File: src/hdl/hrlp_pkg.sv
// hrlp_pkg: types, codes and constant tables for the http request line parser
// no dependencies; imported by http_request_line_parser
`default_nettype none

package hrlp_pkg;

  localparam int NUM_METHODS = 8;
  localparam int FIFO_DEPTH  = 4;
  localparam int GET_IDX     = 1;

  typedef enum logic [1:0] {
    PH_METHOD  = 2'd0,
    PH_TARGET  = 2'd1,
    PH_VERSION = 2'd2,
    PH_DONE    = 2'd3
  } phase_t;

  typedef enum logic [1:0] {
    CR_NONE  = 2'd0,
    CR_CR    = 2'd1,
    CR_FOUND = 2'd2
  } crlf_t;

  typedef enum logic [1:0] {
    KIND_PATH    = 2'd0,
    KIND_QUERY   = 2'd1,
    KIND_VERDICT = 2'd2
  } kind_t;

  typedef enum logic [2:0] {
    ST_OK        = 3'd0,
    ST_MALFORMED = 3'd1,
    ST_VERSION   = 3'd2,
    ST_METHOD    = 3'd3,
    ST_NO_SLASH  = 3'd4,
    ST_QUOTE     = 3'd5
  } status_t;

  typedef struct packed {
    kind_t      kind;
    logic [7:0] data;
    status_t    status;
    logic       last;
  } result_t;

  localparam logic [7:0] CH_SP    = 8'h20;
  localparam logic [7:0] CH_CR    = 8'h0D;
  localparam logic [7:0] CH_LF    = 8'h0A;
  localparam logic [7:0] CH_SLASH = 8'h2F;
  localparam logic [7:0] CH_QUOTE = 8'h22;
  localparam logic [7:0] CH_QMARK = 8'h3F;

  // OPTIONS GET HEAD POST PUT DELETE TRACE CONNECT, zero padded to eight bytes
  localparam logic [7:0] METHOD_TEXT [NUM_METHODS][8] = '{
    '{"O", "P", "T", "I", "O", "N", "S", 8'h00},
    '{"G", "E", "T", 8'h00, 8'h00, 8'h00, 8'h00, 8'h00},
    '{"H", "E", "A", "D", 8'h00, 8'h00, 8'h00, 8'h00},
    '{"P", "O", "S", "T", 8'h00, 8'h00, 8'h00, 8'h00},
    '{"P", "U", "T", 8'h00, 8'h00, 8'h00, 8'h00, 8'h00},
    '{"D", "E", "L", "E", "T", "E", 8'h00, 8'h00},
    '{"T", "R", "A", "C", "E", 8'h00, 8'h00, 8'h00},
    '{"C", "O", "N", "N", "E", "C", "T", 8'h00}
  };

  localparam logic [2:0] METHOD_LEN [NUM_METHODS] = '{
    3'd7, 3'd3, 3'd4, 3'd4, 3'd3, 3'd6, 3'd5, 3'd7
  };

  localparam logic [7:0] VERSION_TEXT [8] = '{"H", "T", "T", "P", "/", "1", ".", "1"};
  localparam logic [3:0] VERSION_LEN = 4'd8;

endpackage

`default_nettype wire

File: src/hdl/http_request_line_parser.sv
// http_request_line_parser: splits an http request line into path and query bytes
// and a final verdict beat; depends on hdl/hrlp_pkg.sv
// result beats are registered into the result queue, whose head drives out_*
// throughput: one input beat per cycle unless in_stall; a target byte ending the line
//   makes two output beats, from a four-entry result queue one per cycle unless out_stall
// in_stall rises only when the result queue has fewer than two free entries
// reset (rst_n low, synchronous) returns the parser to the method token, empties the queue
`default_nettype none

module http_request_line_parser (
  input  wire              clk,
  input  wire              rst_n,
  input  wire              in_valid,
  output logic             in_stall,
  input  wire  [7:0]       in_char_byte,
  input  wire              in_end_of_line,
  output logic             out_valid,
  input  wire              out_stall,
  output logic [1:0]       out_kind,
  output logic [7:0]       out_byte,
  output logic [2:0]       out_status,
  output logic             out_last
);
  import hrlp_pkg::*;

  // parse state
  phase_t                   phase_r, phase_nxt;
  logic [1:0]               space_cnt_r, space_cnt_nxt;
  logic [2:0]               method_pos_r, method_pos_nxt;
  logic [NUM_METHODS-1:0]   method_match_r, method_match_nxt;
  logic [3:0]               version_pos_r, version_pos_nxt;
  logic                     version_ok_r, version_ok_nxt;
  logic                     target_started_r, target_started_nxt;
  logic                     no_slash_r, no_slash_nxt;
  logic                     quote_seen_r, quote_seen_nxt;
  logic                     question_seen_r, question_seen_nxt;
  crlf_t                    crlf_r, crlf_nxt;
  logic                     after_crlf_r, after_crlf_nxt;

  // result queue
  result_t                  queue_r [FIFO_DEPTH];
  logic [1:0]               wr_ptr_r, rd_ptr_r;
  logic [2:0]               count_r, count_nxt;

  logic       in_accept;
  logic       out_accept;
  logic       prev_cr;
  logic       found_before;
  logic       tgt_emit;
  kind_t      tgt_kind;
  status_t    verdict;
  result_t    slot0, slot1;
  logic [1:0] push_cnt;

  // room for the worst case of two beats per input
  assign in_stall   = (count_r > 3'(FIFO_DEPTH - 2));
  assign in_accept  = in_valid && !in_stall;
  assign out_valid  = (count_r != 3'd0);
  assign out_accept = out_valid && !out_stall;

  // per-byte parse, one pass
  always_comb begin
    phase_nxt          = phase_r;
    space_cnt_nxt      = space_cnt_r;
    method_pos_nxt     = method_pos_r;
    method_match_nxt   = method_match_r;
    version_pos_nxt    = version_pos_r;
    version_ok_nxt     = version_ok_r;
    target_started_nxt = target_started_r;
    no_slash_nxt       = no_slash_r;
    quote_seen_nxt     = quote_seen_r;
    question_seen_nxt  = question_seen_r;
    crlf_nxt           = crlf_r;
    after_crlf_nxt     = after_crlf_r;
    tgt_emit           = 1'b0;
    tgt_kind           = KIND_PATH;
    prev_cr            = (crlf_r == CR_CR);
    found_before       = (crlf_r == CR_FOUND);

    if (in_char_byte == CH_SP) begin
      if (space_cnt_r != 2'd3) space_cnt_nxt = space_cnt_r + 2'd1;
      // method token closes: length must match exactly
      if (phase_r == PH_METHOD) begin
        for (int m = 0; m < NUM_METHODS; m++) begin
          if (METHOD_LEN[m] != method_pos_r) method_match_nxt[m] = 1'b0;
        end
      end
      if (phase_r == PH_VERSION && prev_cr) version_ok_nxt = 1'b0;
      case (phase_r)
        PH_METHOD:  phase_nxt = PH_TARGET;
        PH_TARGET:  phase_nxt = PH_VERSION;
        PH_VERSION: phase_nxt = PH_DONE;
        default:    phase_nxt = PH_DONE;
      endcase
    end else begin
      case (phase_r)
        PH_METHOD: begin
          for (int m = 0; m < NUM_METHODS; m++) begin
            if (method_pos_r >= METHOD_LEN[m] ||
                METHOD_TEXT[m][method_pos_r] != in_char_byte) begin
              method_match_nxt[m] = 1'b0;
            end
          end
          if (method_pos_r != 3'd7) method_pos_nxt = method_pos_r + 3'd1;
        end
        PH_TARGET: begin
          if (!target_started_r) begin
            target_started_nxt = 1'b1;
            if (in_char_byte != CH_SLASH) no_slash_nxt = 1'b1;
          end
          if (in_char_byte == CH_QUOTE) quote_seen_nxt = 1'b1;
          // first '?' splits path from query and is dropped
          if (in_char_byte == CH_QMARK && !question_seen_r) begin
            question_seen_nxt = 1'b1;
          end else begin
            tgt_emit = 1'b1;
            tgt_kind = question_seen_r ? KIND_QUERY : KIND_PATH;
          end
        end
        PH_VERSION: begin
          if (!found_before) begin
            // stray cr spoils the version
            if (prev_cr && in_char_byte != CH_LF) version_ok_nxt = 1'b0;
            if (in_char_byte != CH_CR && !(prev_cr && in_char_byte == CH_LF)) begin
              if (version_pos_r >= VERSION_LEN ||
                  VERSION_TEXT[version_pos_r[2:0]] != in_char_byte) begin
                version_ok_nxt = 1'b0;
              end
              if (version_pos_r != 4'd15) version_pos_nxt = version_pos_r + 4'd1;
            end
          end
        end
        default: ;
      endcase
    end

    // line terminator tracking
    if (found_before)                          after_crlf_nxt = 1'b1;
    else if (prev_cr && in_char_byte == CH_LF) crlf_nxt = CR_FOUND;
    else if (in_char_byte == CH_CR)            crlf_nxt = CR_CR;
    else                                       crlf_nxt = CR_NONE;

    // verdict in priority order, from the updated state
    if (crlf_nxt != CR_FOUND || after_crlf_nxt || space_cnt_nxt != 2'd2 ||
        method_match_nxt == '0) begin
      verdict = ST_MALFORMED;
    end else if (!version_ok_nxt || version_pos_nxt != VERSION_LEN) begin
      verdict = ST_VERSION;
    end else if (!method_match_nxt[GET_IDX]) begin
      verdict = ST_METHOD;
    end else if (!target_started_nxt || no_slash_nxt) begin
      verdict = ST_NO_SLASH;
    end else if (quote_seen_nxt) begin
      verdict = ST_QUOTE;
    end else begin
      verdict = ST_OK;
    end

    // end of line: back to the start for the next line
    if (in_end_of_line) begin
      phase_nxt          = PH_METHOD;
      space_cnt_nxt      = 2'd0;
      method_pos_nxt     = 3'd0;
      method_match_nxt   = '1;
      version_pos_nxt    = 4'd0;
      version_ok_nxt     = 1'b1;
      target_started_nxt = 1'b0;
      no_slash_nxt       = 1'b0;
      quote_seen_nxt     = 1'b0;
      question_seen_nxt  = 1'b0;
      crlf_nxt           = CR_NONE;
      after_crlf_nxt     = 1'b0;
    end

    // result beats: target byte first, verdict after
    slot1 = '{kind: KIND_VERDICT, data: 8'h00, status: verdict, last: 1'b1};
    if (tgt_emit) begin
      slot0 = '{kind: tgt_kind, data: in_char_byte, status: ST_OK, last: 1'b0};
    end else begin
      slot0 = slot1;
    end
    push_cnt = 2'({1'b0, tgt_emit} + {1'b0, in_end_of_line});
  end

  // queue occupancy
  always_comb begin
    count_nxt = count_r;
    if (in_accept) count_nxt = count_nxt + 3'(push_cnt);
    if (out_accept) count_nxt = count_nxt - 3'd1;
  end

  // control state
  always_ff @(posedge clk) begin
    if (!rst_n) begin
      phase_r          <= PH_METHOD;
      space_cnt_r      <= 2'd0;
      method_pos_r     <= 3'd0;
      method_match_r   <= '1;
      version_pos_r    <= 4'd0;
      version_ok_r     <= 1'b1;
      target_started_r <= 1'b0;
      no_slash_r       <= 1'b0;
      quote_seen_r     <= 1'b0;
      question_seen_r  <= 1'b0;
      crlf_r           <= CR_NONE;
      after_crlf_r     <= 1'b0;
      wr_ptr_r         <= 2'd0;
      rd_ptr_r         <= 2'd0;
      count_r          <= 3'd0;
    end else begin
      if (in_accept) begin
        phase_r          <= phase_nxt;
        space_cnt_r      <= space_cnt_nxt;
        method_pos_r     <= method_pos_nxt;
        method_match_r   <= method_match_nxt;
        version_pos_r    <= version_pos_nxt;
        version_ok_r     <= version_ok_nxt;
        target_started_r <= target_started_nxt;
        no_slash_r       <= no_slash_nxt;
        quote_seen_r     <= quote_seen_nxt;
        question_seen_r  <= question_seen_nxt;
        crlf_r           <= crlf_nxt;
        after_crlf_r     <= after_crlf_nxt;
        wr_ptr_r         <= wr_ptr_r + push_cnt;
      end
      if (out_accept) rd_ptr_r <= rd_ptr_r + 2'd1;
      count_r <= count_nxt;
    end
  end

  // queue storage, no reset
  always_ff @(posedge clk) begin
    if (in_accept && push_cnt != 2'd0) begin
      queue_r[wr_ptr_r] <= slot0;
      if (push_cnt == 2'd2) queue_r[wr_ptr_r + 2'd1] <= slot1;
    end
  end

  assign out_kind   = queue_r[rd_ptr_r].kind;
  assign out_byte   = queue_r[rd_ptr_r].data;
  assign out_status = queue_r[rd_ptr_r].status;
  assign out_last   = queue_r[rd_ptr_r].last;

endmodule

`default_nettype wire

File: config.mk
export PLATFORM = sky130hd
export DESIGN_NAME = http_request_line_parser
export DESIGN_NICKNAME = d
export VERILOG_FILES = /design/src/hdl/hrlp_pkg.sv /design/src/hdl/http_request_line_parser.sv
export SDC_FILE = /design/constraint.sdc
export NUM_CORES = 1
export LEC_CHECK = 0
export BUFFER_PORTS_ARGS = -buffer_cell sky130_fd_sc_hd__buf_2
export CORE_MARGIN = 1
export CORE_UTILIZATION = 45
export CTS_CLUSTER_DIAMETER = 100
export CTS_CLUSTER_SIZE = 24
export DETAILED_ROUTE_END_ITERATION = 10
export HOLD_SLACK_MARGIN = 0.03
export PLACE_DENSITY = 0.6
export RECOVER_POWER = 50
export SLEW_MARGIN = 10
export SYNTH_ARGS = -nofsm -noshare
export SYNTH_HDL_FRONTEND = slang
export SYNTH_SLANG_ARGS = --single-unit
export TNS_END_PERCENT = 5
File: constraint.sdc
create_clock -name clk -period 3.77 [get_ports clk]
set_clock_uncertainty 0.2 [all_clocks]
set_input_delay 0.377 -clock clk [delete_from_list [all_inputs] [get_ports clk]]
set_output_delay 0.377 -clock clk [all_outputs]
set_load 0.02 [all_outputs]
* Word level (Yosys, flattened, before mapping)
Memories as Yosys holds them, arrays and structs flattened. A register that Yosys moved wholly into a read port is not among the register bits. Index checks and enable logic that the tools add are counted. Widths: inputs -> output; s select.
Operators by class: $add $sub $neg 9, magnitude comparators 9, equal/unequal tests 34, muxes and demuxes 106, bitwise gates (word level) 2, reductions and logical operators 40
Operator list (count):
- $mux 8 | 22
- $ne 8x8->1 | 9
- $mux 1 | 55
- $mux 3 | 11
- $eq 8x6->1 const B | 3
- $mux 4 | 6
- $mux 2 | 10
- $eq 8x4->1 const B | 2
- $ne 8x4->1 const B | 2
- $logic_or 1x1->1 | 14
- $mux 14 | 1
- $ge 3x3->1 const B | 4
- $ge 4x4->1 const B | 3
- $ne 3x3->1 const A | 4
- $reduce_bool 2->1 | 6
- $logic_and 1x1->1 | 8
- $logic_not 8->1 | 1
- $ne 2x2->1 const B | 4
- $ne 4x4->1 const B | 2
- $ne 8x6->1 const B | 1
- $not 3->4 | 2
- $reduce_and 4->1 | 2
- $add 2x1->2 const B | 3
- $eq 2x2->1 const B | 3
- 16 further kinds | 22
Storage, ports and cells: bits in registers 34, RAM bits 56, memory bits (read-only) 576, input bits 13, output and inout port bits 16, word-level logic and storage cells 225, memories kept 10
Memories:
- (name not given) | depth 8, width 8, read ports 1, clocked after memory_dff 0, wr ports 0, RTL line http_request_line_parser.sv:126 | VERSION_TEXT[version_pos_r[2:0]] != in_char_byte) begin
- (name not given) | depth 8, width 8, read ports 1, clocked after memory_dff 0, wr ports 0, RTL line http_request_line_parser.sv:100 | METHOD_TEXT[m][method_pos_r] != in_char_byte) begin
- (name not given) | depth 8, width 8, read ports 1, clocked after memory_dff 0, wr ports 0, RTL line http_request_line_parser.sv:100
- (name not given) | depth 8, width 8, read ports 1, clocked after memory_dff 0, wr ports 0, RTL line http_request_line_parser.sv:100
- (name not given) | depth 8, width 8, read ports 1, clocked after memory_dff 0, wr ports 0, RTL line http_request_line_parser.sv:100
- (name not given) | depth 8, width 8, read ports 1, clocked after memory_dff 0, wr ports 0, RTL line http_request_line_parser.sv:100
- 4 more memories

* Logic depth before layout (Yosys ltp)
Gate-level depths: netlist of the first run.
depth after elaboration 16, mapped depth 14, depth with buffers taken out 12

* Worst setup path after synthesis of the first run
Ideal clock, no wire load.
path kind input -> register, from input in_char_byte[0], to register count_r[2], library setup time 0.115 ns, arrival time 2.876 ns, data required time 3.455 ns, setup slack 0.579 ns, cell stages on the path 14, buffers on the path 2, cell sequence buf_6 > nor3_1 > nand3_1 > buf_2 > o311a_1 > inv_1 > ha_1 > ha_1 > fa_1 > mux2i_1 > ha_1 > nand2_1 > xor2_1 > and2_1
Between the ends: cells in the longest elaborated chain, start to end 10, elaborated cells on any way between the ends 11
Ends and longest elaborated chain:
- start: declaration | RTL line http_request_line_parser.sv:15 | input wire [7:0] in_char_byte,
- $eq 8x6->1 | RTL line http_request_line_parser.sv:113 | if (in_char_byte == CH_QMARK && !question_seen_r) begin
- $logic_and 1x1->1 | RTL line http_request_line_parser.sv:113
- $mux 1 | RTL line http_request_line_parser.sv:113
- $mux 1 | RTL line http_request_line_parser.sv:96 | case (phase_r)
- $mux 1 * | RTL line http_request_line_parser.sv:80 | if (in_char_byte == CH_SP) begin
- $add 1x1->2 * | RTL line http_request_line_parser.sv:182 | push_cnt = 2'({1'b0, tgt_emit} + {1'b0, in_end_of_line});
- $add 3x2->3 * | RTL line http_request_line_parser.sv:188 | if (in_accept) count_nxt = count_nxt + 3'(push_cnt);
- $mux 3 * | RTL line http_request_line_parser.sv:188
- $sub 3x1->3 | RTL line http_request_line_parser.sv:189 | if (out_accept) count_nxt = count_nxt - 3'd1;
- $mux 3 * | RTL line http_request_line_parser.sv:189
- end signal: assignment | RTL line http_request_line_parser.sv:227 | count_r <= count_nxt;
- end: declaration | RTL line http_request_line_parser.sv:43 | logic [2:0] count_r, count_nxt;
Every way passes the cells marked *; elsewhere a longest branch is shown, timed or not. A chain may end at the register's enable or synchronous reset.

==> impl_metrics.csv, run 1 <==
group,metric,value,unit
synth,synth_nets,680,
cts,cts-htree-levels,3,
pwr,power_density,458,nW/um^2
pwr,clockPowerShare,33.4,%
sta,timing_hold_violations_final,0,
setup_path,worst_ep_arrival_time,3.23,ns
status,outcome,"complete, but fails checks",
synth,synth_edf_count,12,
hold_path,worst_hold_path_type,"in2reg",
setup_path,cp_num_buf_inv,2,
routing,drcViolationCount,4,
global_route,antenna_found_initial,0,
synth,postSynthAreaPerCell,8.36,sq um
routing,post_drt_via_cell_ratio,5.89,
setup_path,crit_path_max_fanout,18,
place,placedCellCount,800,
sta,finalSetupViolations,0,
pwr,netSwitchingPower,0.000885,W
sta,max_slew.worst_pin.slew,0.868,ns
routing,starting_drt_drc_count,403,
cts,cts_setup_buffers,0,
setup_path,reg2reg_to,"count_r[2]",
synth,count_of_distinct_cell_types_in_the_synthesized_netlist,85,
cts,cts_tree,"done",
pwr,seq_power_share,41.9,%
layout,num-fill-cells,1150,
cts,clock-root-buffer,"sky130_fd_sc_hd__clkbuf_16",
layout,fin_nets,702,
synth,syn_inst,646,
setup_path,critical_path.top_delay_family,"simple AND/OR/NAND/NOR gates",
layout,area_delta_synth_final,9.90,%
global_route,globalRouteMet1Util,34.6,%
status,violations_in_the_final_reports,"DRC",
layout,final_core_utilization,51.3,%
setup_path,crit_chain,"clkbuf_1 -> clkbuf_1 -> nand2b_1 -> nor4_1 -> a211oi_1 -> xnor2_1 -> and2_4 -> and3_4 -> nor3b_1",
sta,slew-limit-headroom,42.2,%
setup_path,critical_path.max_stage_delay,0.69,ns
floorplan,fp.coreArea,11600,sq um
global_route,grt.overflow.total,0,
setup_path,critical_path.startpoint_type,"primary input",
cts,clk_latency,0.34,ns
routing,detail_route.first_pass.iterations,8,
synth,synth-warning-count,0,
pwr,power.share.combinational,24.7,%
layout,final_cells,816,
routing,routed_wl,14300,um
setup_path,cp_common_cell,"sky130_fd_sc_hd__clkbuf_1",
global_route,gr-max-usage-layer,"met2",
setup_path,setup.worst_path.class,"in2reg",
setup_path,crit-reg2reg-launch,"phase_r[0]",
sta,tns,0,ns
floorplan,initial_cell_density_of_the_core,46.7,%
pwr,worst_ir_drop_vdd,0.457,mV
routing,num_vias,4803,
sta,timing.final.crit_period,3.35,ns
floorplan,die_area,12400,sq um
cts,clock_sinks,88,
floorplan,die_height,112,um
sta,setup_repair_after_global_routing_missed_its_margin,"no",
pwr,internal-power,0.00183,W
synth,synthesis.area,5400,sq um
cts,cts_hold_buffers,0,
cts,cts_inserted_buffers,9,
pwr,leakage,2.21,nW
cts,cts_resized,0,
setup_path,worst_r2r_setup_slack,0.66,ns
synth,synth.yosys.seq_area_share,34.9,%
cts,cts_max_path_buffers,2,
floorplan,fp-row-count,39,
layout,diodes_inserted,0,
sta,post-route-period-util,88.9,%
routing,routed_wire_length_per_instance,17.6,um
job,drv.max_cap_violation_count,0,
layout,fraction_of_final_layout_cells_sized_beyond_drive_strength_1,11.7,%
routing,postRouteAntennaNets,0,
global_route,global_route.usage.met3,4.57,%
global_route,largest_net_degree_at_the_start_of_global_routing,27,
synth,synth.ff_latch_count,88,
setup_path,crit_path_top_delay_cell,"sky130_fd_sc_hd__clkbuf_1",
pwr,swShare,32.6,%
setup_path,worstPathRequired,3.64,ns
cts,worst_path_clk_slew,0.07,ns
hold_path,hold_path_startpoint,"out_stall",
place,place_congestion,0.928,
setup_path,number_of_cells_traversed_by_the_worst_register_to_register_path,11,
floorplan,floorplan.die.width,112,um
hold_path,min_delay_path_depth,3,
place,placement.io_buffers,28,
hold_path,min_delay_worst_endpoint,"count_r[1]",
sta,finalMaxSlewViolations,0,
setup_path,critPathCaptureType,"register",
global_route,grt.total_usage,24.3,%
synth,synthFlopType,"sky130_fd_sc_hd__dfxtp_1",
place,dp_hpwl,10600,um
sta,max_freq,298,MHz
global_route,grt_first_pass_wirelength,24000,um
floorplan,ios,29,
synth,postSynth.asyncResetShare,0,%
global_route,first_global_vias,4604,
global_route,groute.layer.met2.usage,38.2,%
## stage by stage
stage / hold WS, ns / worst slack (ns) / total power, W / instance area (sq um)
6_report: 0.184 / 0.418 / 0.00272 / 5930
2_1_floorplan: 0.218 / 0.579 / 0.00166 / 5400
3_5_place_dp: 0.235 / 0.249 / 0.00184 / 5690
4_1_cts: 0.178 / 0.601 / 0.00274 / 6000
3_3_place_gp: 0.232 / 0.330 / 0.00183 / 5690
5_1_grt: 0.189 / 0.227 / 0.00286 / 5930
## area by class of cell
type                    instances  area [sq um]  area share (%)
clock inverters                 6          66.3            1.12
repair buffers                 51           265            4.47
well taps                     143           179            3.02
multi-input cells             503          3250            54.7
clock buffers                  10           239            4.03
flip-flops and latches         88          1880            31.7
inverters                      15          56.3           0.949
## synth_stat cells, types with 3 or more instances
cell type / n / area, sq um
sky130_fd_sc_hd__nor2_1: 119 / 447
sky130_fd_sc_hd__dfxtp_1: 76 / 1520
sky130_fd_sc_hd__a21oi_1: 59 / 295
sky130_fd_sc_hd__nand2_1: 59 / 221
sky130_fd_sc_hd__o21ai_0: 31 / 155
sky130_fd_sc_hd__clkbuf_1: 20 / 75.1
sky130_fd_sc_hd__ha_1: 20 / 250
sky130_fd_sc_hd__mux4_2: 13 / 293
sky130_fd_sc_hd__xnor2_1: 13 / 114
sky130_fd_sc_hd__and2_1: 12 / 75.1
sky130_fd_sc_hd__buf_2: 12 / 60.1
sky130_fd_sc_hd__edfxtp_1: 12 / 360
sky130_fd_sc_hd__inv_1: 12 / 45.0
sky130_fd_sc_hd__nor2b_1: 12 / 75.1
sky130_fd_sc_hd__nand2b_1: 11 / 68.8
sky130_fd_sc_hd__xor2_1: 10 / 87.6
sky130_fd_sc_hd__nor3_1: 9 / 45.0
sky130_fd_sc_hd__nor3b_1: 9 / 67.6
sky130_fd_sc_hd__nand4_1: 8 / 50.1
sky130_fd_sc_hd__mux2i_1: 7 / 70.1
sky130_fd_sc_hd__nand3_1: 7 / 35.0
sky130_fd_sc_hd__nor4_1: 7 / 43.8
sky130_fd_sc_hd__a31oi_1: 6 / 37.5
sky130_fd_sc_hd__o211ai_1: 5 / 37.5
sky130_fd_sc_hd__a21boi_0: 4 / 30.0
sky130_fd_sc_hd__a32oi_1: 4 / 35.0
sky130_fd_sc_hd__and3_1: 4 / 25.0
sky130_fd_sc_hd__buf_6: 4 / 45.0
sky130_fd_sc_hd__a2111o_1: 3 / 33.8
sky130_fd_sc_hd__a21o_1: 3 / 22.5
sky130_fd_sc_hd__a221oi_1: 3 / 26.3
sky130_fd_sc_hd__buf_1: 3 / 11.3
sky130_fd_sc_hd__or3_1: 3 / 18.8
## worst min-delay path, cell delays in order
cell	delay, ns
sky130_fd_sc_hd__buf_2	0.09
sky130_fd_sc_hd__nor3_1	0.04
sky130_fd_sc_hd__o21a_1	0.17
## how the worst max path moves through the flow
stage,startpoint,endpoint,slack (ns),depth (start not counted)
6_report,in_char_byte[3],queue_r[0][2],0.42,9
5_1_grt,in_char_byte[3],queue_r[2][2],0.23,9
4_1_cts,in_char_byte[5],count_r[2],0.60,13
3_5_place_dp,in_char_byte[5],count_r[2],0.25,13
3_3_place_gp,in_char_byte[5],count_r[2],0.33,13
2_1_floorplan,in_char_byte[0],count_r[2],0.58,14
## state kept, by name, indices dropped and copies added, names as in the netlist, named ones only
| name | cells |
|---|---|
| wr_ptr_r | 2 |
| phase_r | 2 |
| count_r | 3 |
| quote_seen_r | 1 |
| after_crlf_r | 1 |
| space_cnt_r | 2 |
| rd_ptr_r | 2 |
| method_match_r | 8 |
| question_seen_r | 1 |
| method_pos_r | 3 |
| crlf_r | 2 |
| version_ok_r | 1 |
| queue_r | 52 |
| target_started_r | 1 |
| no_slash_r | 1 |
| version_pos_r | 4 |
## cells by family (layout without fill, tap and decap cells)
kind of cell	Yosys count	count (layout)	share of synthesized area (%)
AO/OA/AOI/OAI	153	153	18.8
adder cells (fa/ha/maj)	21	21	5.01
XOR/XNOR	23	23	3.73
flip-flops	88	88	34.9
buffers and inverters	55	82	4.73
multiplexers	21	21	6.93
AND/OR/NAND/NOR	285	285	26.0
## placed cells by master (no fill, tap or decap), drive strengths merged, types with 12 or more instances in the layout
cell	netlist	routed
and2	13	13
buf	20	29
nor2b	12	12
dfxtp	76	76
a21oi	61	61
nand2	59	59
inv	14	15
mux4	13	13
o21ai	34	34
nor2	119	119
ha	20	20
clkbuf	20	32
xnor2	13	13
edfxtp	12	12
## power by group through the flow
stage	logic [W]	clock network, W	registers, W
3_5_place_dp	0.000680	0	0.00116
5_1_grt	0.000736	0.000965	0.00116
4_1_cts	0.000682	0.000923	0.00114
3_3_place_gp	0.000667	0	0.00116
2_1_floorplan	0.000553	0	0.00110
6_report	0.000669	0.000908	0.00114
## routing by layer
metal  part of all wire, %  wire length [um]
met1                    50              7110
met2                    45              6440
met3                   4.7               670
met4                  0.68                97
met5                     0                 0
Note: power is estimated with default switching activity, not from simulation.
==> run 2: changes to the inputs <==
ABC_AREA = 1   (was unset)
CTS_BUF_LIST = sky130_fd_sc_hd__clkbuf_2   (was unset)
==> run 2 against run 1 <==
  * The run now ends clean
  * First-iteration DRC count rose by 7.4%
  * Area after synthesis rose by 1.5%
  * Via count rose by 13%
  * Worst hold slack got worse by 0.081 ns
  * Critical endpoint is now count_r[1]
  * Largest cell class unchanged
==> impl_metrics.csv, run 2 <==
group,metric,value,unit
status,outcome,"finished clean",
layout,largest_register_ffs,52,
layout,reg_top3,"queue_r (52), method_match_r (8), version_pos_r (4)",
routing,postRouteAntennaNets,0,
layout,max_flop_register,"queue_r",
synth,synthesis.area,5480,sq um
global_route,gr-max-usage-layer,"met2",
place,dp_hpwl,11600,um
synth,synthFlopType,"sky130_fd_sc_hd__dfxtp_1",
sta,timing_hold_violations_final,0,
place,place_worst_setup_slack,0.444,ns
global_route,grt.overflow.total,0,
layout,area_delta_synth_final,7.44,%
setup_path,crit-reg2reg-launch,"count_r[1]",
sta,postLayoutSetupSlackWorst,0.450,ns
cts,cts_setup_buffers,0,
synth,synth-warning-count,0,
routing,num_vias,5448,
synth,synth.ff_latch_count,88,
hold_path,worst_hold_path_type,"in2reg",
synth,synth.area.top_cells,"sky130_fd_sc_hd__dfxtp_1, sky130_fd_sc_hd__nand2_1, sky130_fd_sc_hd__o21ai_0, sky130_fd_sc_hd__a21oi_1, sky130_fd_sc_hd__edfxtp_1",
job,drv.max_cap_violation_count,0,
setup_path,worst_ep_arrival_time,3.63,ns
pwr,power_density,569,nW/um^2
routing,detail_route.first_pass.iterations,5,
layout,most_common_library_cell_in_the_layout_ignoring_fill_and_taps,"sky130_fd_sc_hd__nand2_1",
routing,starting_drt_drc_count,433,
pwr,leakage,2.65,nW
hold_path,hold_path_startpoint,"in_char_byte[1]",
setup_path,crit_path_max_fanout,12,
setup_path,crit_chain,"dlygate4sd3_1 -> buf_2 -> nor2_8 -> nand3_1 -> nor2_4 -> nor2_1 -> inv_1 -> nor2_1 -> inv_1 -> ha_1 -> ha_1 -> fa_1 -> o21ai_0 -> ha_1 -> nand2_1 -> nand2_1 -> a21oi_1",
setup_path,crit_path_top_delay_cell,"sky130_fd_sc_hd__dlygate4sd3_1",
synth,yosys.cell_count.top_type,"sky130_fd_sc_hd__nand2_1",
global_route,globalRouteMet1Util,32.7,%
global_route,grt_first_pass_wirelength,25700,um
synth,synth_edf_count,12,
sta,slew-limit-headroom,48.9,%
floorplan,die_area,12600,sq um
setup_path,critical_path.startpoint_type,"primary input",
routing,routed_wl,15800,um
setup_path,reg2reg_to,"queue_r[0][2]",
synth,count_of_distinct_cell_types_in_the_synthesized_netlist,40,
synth,syn_inst,817,
synth,postSynth.asyncResetShare,0,%
synth,post_synth_top_cells,"sky130_fd_sc_hd__nand2_1, sky130_fd_sc_hd__nor2_1, sky130_fd_sc_hd__o21ai_0, sky130_fd_sc_hd__dfxtp_1, sky130_fd_sc_hd__a21oi_1",
cts,cts_inserted_buffers,9,
global_route,groute.layer.met2.usage,45.6,%
synth,netlist.area_leader.share,27.8,%
cts,clock-root-buffer,"sky130_fd_sc_hd__clkbuf_2",
routing,routed_wire_length_per_instance,15.9,um
setup_path,critPathCaptureType,"register",
synth,synth.largest_area_cell,"sky130_fd_sc_hd__dfxtp_1",
floorplan,die_height,112,um
sta,setup_repair_after_global_routing_missed_its_margin,"no",
setup_path,worst_r2r_setup_slack,0.51,ns
setup_path,setup.worst_path.class,"in2reg",
global_route,antenna_found_initial,0,
setup_path,worstPathRequired,4.08,ns
cts,clock_sinks,88,
layout,fraction_of_final_layout_cells_sized_beyond_drive_strength_1,11.0,%
sta,finalSetupViolations,0,
sta,timing.final.crit_period,3.32,ns
pwr,worst_ir_drop_vdd,0.195,mV
global_route,global_route.usage.met3,3.67,%
synth,synth_nets,851,
hold_path,min_delay_worst_endpoint,"queue_r[1][5]",
setup_path,cp_common_cell,"sky130_fd_sc_hd__ha_1",
floorplan,initial_cell_density_of_the_core,47.0,%
routing,post_drt_via_cell_ratio,5.49,
sta,finalMaxSlewViolations,0,
place,placement.io_buffers,28,
global_route,largest_net_degree_at_the_start_of_global_routing,28,
routing,drcViolationCount,0,
sta,max_freq,301,MHz
cts,cts-htree-levels,3,
sta,post-route-period-util,88.1,%
floorplan,ios,29,
setup_path,critical_path.max_stage_delay,0.54,ns
floorplan,floorplan.die.width,112,um
synth,synth.yosys.seq_area_share,34.3,%
cts,clk_latency,0.57,ns
place,place_congestion,0.941,
sta,tns,0,ns
setup_path,number_of_cells_traversed_by_the_worst_register_to_register_path,13,
cts,worst_path_clk_slew,0.25,ns
sta,max_slew.worst_pin.slew,0.766,ns
layout,fin_nets,878,
global_route,first_global_vias,5196,
hold_path,min_delay_path_depth,3,
cts,cts_tree,"done",
cts,cts_max_path_buffers,2,
layout,diodes_inserted,0,
layout,commonest_cells_after_routing_fill_and_taps_aside,"sky130_fd_sc_hd__nand2_1, sky130_fd_sc_hd__nor2_1, sky130_fd_sc_hd__o21ai_0",
floorplan,fp.coreArea,11700,sq um
floorplan,fp-row-count,39,
global_route,grt.total_usage,26.0,%
synth,postSynthAreaPerCell,6.71,sq um
-- run 2: changes by cell type after synthesis, moves of 16 or more --
| cell | change |
|---|---|
| sky130_fd_sc_hd__a21oi_1 | +16 |
| sky130_fd_sc_hd__inv_1 | +50 |
| sky130_fd_sc_hd__inv_2 | +18 |
| sky130_fd_sc_hd__nand2_1 | +137 |
| sky130_fd_sc_hd__nand3_1 | +45 |
| sky130_fd_sc_hd__nor2_1 | -25 |
| sky130_fd_sc_hd__o21ai_0 | +52 |
-- run 2: layout make-up --
type	count	area [sq um]
repair buffers	52	340
well taps	143	179
fillers	1229	5770
inverters	85	322
clock inverters	7	70.1
flip-flops and latches	88	1880
clock buffers	9	45.0
multi-input cells	608	3050
-- run 2: per-stage QoR --
stage / total power [W] / hold slack, ns / area (sq um) / utilization [%] / cells
global placement: 0.00285 / 0.237 / 5700 / 48.9 / 966
floorplan: 0.00247 / 0.221 / 5480 / - / 817
detailed placement: 0.00288 / 0.247 / 5700 / 48.9 / 966
finish: 0.00335 / 0.103 / 5890 / 50.5 / 992
CTS: 0.00338 / 0.0381 / 5900 / 50.6 / 990
global route: 0.00363 / 0.0462 / 5890 / 50.5 / 992
-- run 2: how the worst max path moves through the flow --
stage                     from             to  slack [ns]  cells after the start
2_1_floorplan  in_char_byte[2]     count_r[1]        0.51                     18
6_report       in_char_byte[6]     count_r[1]        0.45                     17
3_3_place_gp   in_char_byte[1]     count_r[1]        0.50                     16
5_1_grt             count_r[1]  queue_r[0][1]        0.19                     13
3_5_place_dp   in_char_byte[1]     count_r[1]        0.44                     16
4_1_cts        in_char_byte[3]     count_r[1]        0.58                     17
-- run 2: report_power, final --
part	total (W)	internal (W)	switching, W
sequential	0.00139	0.00124	0.000145
combinational	0.00147	0.000496	0.000973
clock	0.000495	0.000155	0.000341
total	0.00335	0.00189	0.00146
-- run 2: kinds of logic after synthesis --
group	Yosys count	synth area share, %
fa+ha+maj	21	4.93
buf+inv	121	9.56
simple gates	390	31.8
flops	88	34.3
xor+xnor	8	1.28
compound gates	189	18.1
-- run 2: what timing repair did --
action                                  4_1_cts  5_1_grt
endpoints found under the hold margin        31        4
gates resized for setup                       0        0
endpoints found under the setup margin        0        0
hold buffers                                  8        2
-- run 2: metal layers --
metal,vias to the layer above,wire [um]
met5,-,0
met4,0,282
met3,20,727
met2,151,7860
met1,2544,6930
li1,2733,-
-- run 2: critical path, delay by kind of cell --
| family | cells | cell delay, ns |
|---|---|---|
| fa+ha+maj | 4 | 1.16 |
| simple gates | 7 | 0.85 |
| compound gates | 2 | 0.36 |
| buf+inv | 4 | 0.89 |
==> run 3: changes to the inputs <==
ABC_AREA = 0   (was 1)
SLEW_MARGIN = unset   (was 10)
==> run 3 against run 2 <==
  * Register-to-register slack worse by 0.27 ns
  * Core utilization is 0.24 points lower
  * Largest cell class unchanged
  * Clock power about the same
  * Critical path type is now reg2reg
  * Sequential share of layout area increased by 0.45 points
  * The run now ends with DRC left
==> impl_metrics.csv, run 3 (synthesis gave the netlist of run 1 again) <==
group,metric,value,unit
status,outcome,"complete, but fails checks",
status,violations_in_the_final_reports,"DRC",
place,dp_hpwl,10600,um
routing,detail_route.first_pass.iterations,8,
hold_path,hold_path_startpoint,"in_char_byte[3]",
setup_path,reg2reg_to,"count_r[1]",
global_route,grt_first_pass_wirelength,24100,um
sta,postLayoutSetupSlackWorst,0.240,ns
floorplan,floorplan.die.width,112,um
routing,drcViolationCount,4,
layout,reg_top3,"queue_r (52), method_match_r (8), version_pos_r (4)",
layout,largest_register_ffs,52,
layout,commonest_cells_after_routing_fill_and_taps_aside,"sky130_fd_sc_hd__nor2_1, sky130_fd_sc_hd__dfxtp_1, sky130_fd_sc_hd__nand2_1, sky130_fd_sc_hd__a21oi_1, sky130_fd_sc_hd__o21ai_0",
setup_path,critical_path.startpoint_type,"register",
layout,diodes_inserted,0,
pwr,power_density,398,nW/um^2
floorplan,ios,29,
sta,slew-limit-headroom,41.8,%
setup_path,worst_ep_arrival_time,3.85,ns
layout,fraction_of_final_layout_cells_sized_beyond_drive_strength_1,14.1,%
sta,setup_repair_after_global_routing_missed_its_margin,"no",
floorplan,die_height,112,um
setup_path,number_of_cells_traversed_by_the_worst_register_to_register_path,11,
job,drv.max_cap_violation_count,0,
setup_path,critPathCaptureType,"register",
routing,num_vias,4799,
setup_path,crit-reg2reg-launch,"phase_r[0]",
global_route,largest_net_degree_at_the_start_of_global_routing,27,
global_route,first_global_vias,4630,
cts,cts-htree-levels,3,
setup_path,crit_path_max_fanout,8,
setup_path,setup.worst_path.class,"reg2reg",
place,place_worst_setup_slack,0.249,ns
global_route,grt.total_usage,24.3,%
hold_path,worst_hold_path_type,"in2reg",
floorplan,fp.coreArea,11600,sq um
place,placedCellCount,800,
setup_path,startpoint,"phase_r[0]",
floorplan,initial_cell_density_of_the_core,46.7,%
setup_path,worstPathRequired,4.09,ns
sta,max_freq,283,MHz
cts,cts_inserted_buffers,9,
layout,max_flop_register,"queue_r",
cts,cts_tree,"done",
routing,routed_wire_length_per_instance,17.4,um
routing,routed_wl,14300,um
layout,fin_nets,705,
pwr,worst_ir_drop_vdd,0.380,mV
layout,final_cells,819,
sta,tns,0,ns
place,placement.io_buffers,28,
setup_path,worst_r2r_setup_slack,0.24,ns
global_route,antenna_found_initial,0,
sta,timing_hold_violations_final,0,
cts,clock_sinks,88,
cts,clock-root-buffer,"sky130_fd_sc_hd__clkbuf_2",
sta,timing.final.crit_period,3.53,ns
layout,area_delta_synth_final,7.65,%
sta,finalSetupViolations,0,
cts,cts_max_path_buffers,2,
floorplan,fp-row-count,39,
cts,clk_latency,0.56,ns
layout,num-fill-cells,1155,
pwr,leakage,2.21,nW
place,place_congestion,0.928,
sta,post-route-period-util,93.6,%
layout,most_common_library_cell_in_the_layout_ignoring_fill_and_taps,"sky130_fd_sc_hd__nor2_1",
sta,timing.hold.ws,0.0604,ns
layout,final_core_utilization,50.3,%
cts,worst_path_clk_slew,0.24,ns
global_route,grt.overflow.total,0,
hold_path,min_delay_worst_endpoint,"question_seen_r",
routing,starting_drt_drc_count,360,
sta,max_slew.worst_pin.slew,0.872,ns
routing,postRouteAntennaNets,0,
hold_path,min_delay_path_depth,5,
floorplan,die_area,12400,sq um
routing,post_drt_via_cell_ratio,5.86,
sta,finalMaxSlewViolations,0,
## run 3: stage by stage
| step | total power [W] | area (sq um) |
|---|---|---|
| after detailed placement | 0.00184 | 5690 |
| after floorplan | 0.00166 | 5400 |
| final | 0.00231 | 5810 |
| after global placement | 0.00183 | 5690 |
| after global routing | 0.00245 | 5810 |
| after CTS | 0.00233 | 5840 |
## run 3: worst max path at each step
stage                  to  slack (ns)  depth (start not counted)
3_5_place_dp   count_r[2]        0.25                         13
4_1_cts        count_r[1]        0.13                         11
3_3_place_gp   count_r[2]        0.33                         13
6_report       count_r[1]        0.24                         11
2_1_floorplan  count_r[2]        0.58                         14
5_1_grt        count_r[1]        0.03                         11
## run 3: timing repair
action                                  in CTS  in global routing
setup buffers                                0                  0
endpoints found under the hold margin       18                  0
endpoints found under the setup margin       0                  1
hold buffers                                 3                  0
gates resized for setup                      0                  2
## run 3: layout make-up
cell class,count,area (sq um),share of cell area [%]
Clock buffer,9,45.0,0.775
Clock inverter,7,70.1,1.21
Inverter,15,56.3,0.969
Multi-Input combinational cell,503,3260,56.1
Sequential cell,88,1880,32.4
Tap cell,143,179,3.08
Timing Repair Buffer,54,318,5.47
## run 3: metal layers
layer | global-route usage (%) | part of all wire [%] | up-vias
met3 | 3.92 | 4.4 | 7
met4 | 6.04 | 0.59 | 0
met5 | 0 | 0 | -
li1 | - | - | 2338
met2 | 38.2 | 45 | 130
met1 | 34.7 | 50 | 2324
## run 3: power by group
group          switching [W]  total, W  internal, W  leakage [nW]
Sequential          0.000107   0.00114      0.00103         0.728
Clock               0.000340  0.000492     0.000152        0.0636
Combinational       0.000402  0.000680     0.000278          1.42
Total               0.000849   0.00231      0.00146          2.21
## run 3: critical path, stage by stage (launching register included)
cell	delay, ns
sky130_fd_sc_hd__dfxtp_2	0.45
sky130_fd_sc_hd__nor2b_2	0.22
sky130_fd_sc_hd__o311a_1	0.21
sky130_fd_sc_hd__inv_1	0.10
sky130_fd_sc_hd__ha_1	0.33
sky130_fd_sc_hd__ha_1	0.21
sky130_fd_sc_hd__fa_1	0.45
sky130_fd_sc_hd__mux2i_1	0.21
sky130_fd_sc_hd__ha_1	0.27
sky130_fd_sc_hd__nor3_1	0.18
sky130_fd_sc_hd__o21a_1	0.14
sky130_fd_sc_hd__dlygate4sd3_1	0.53
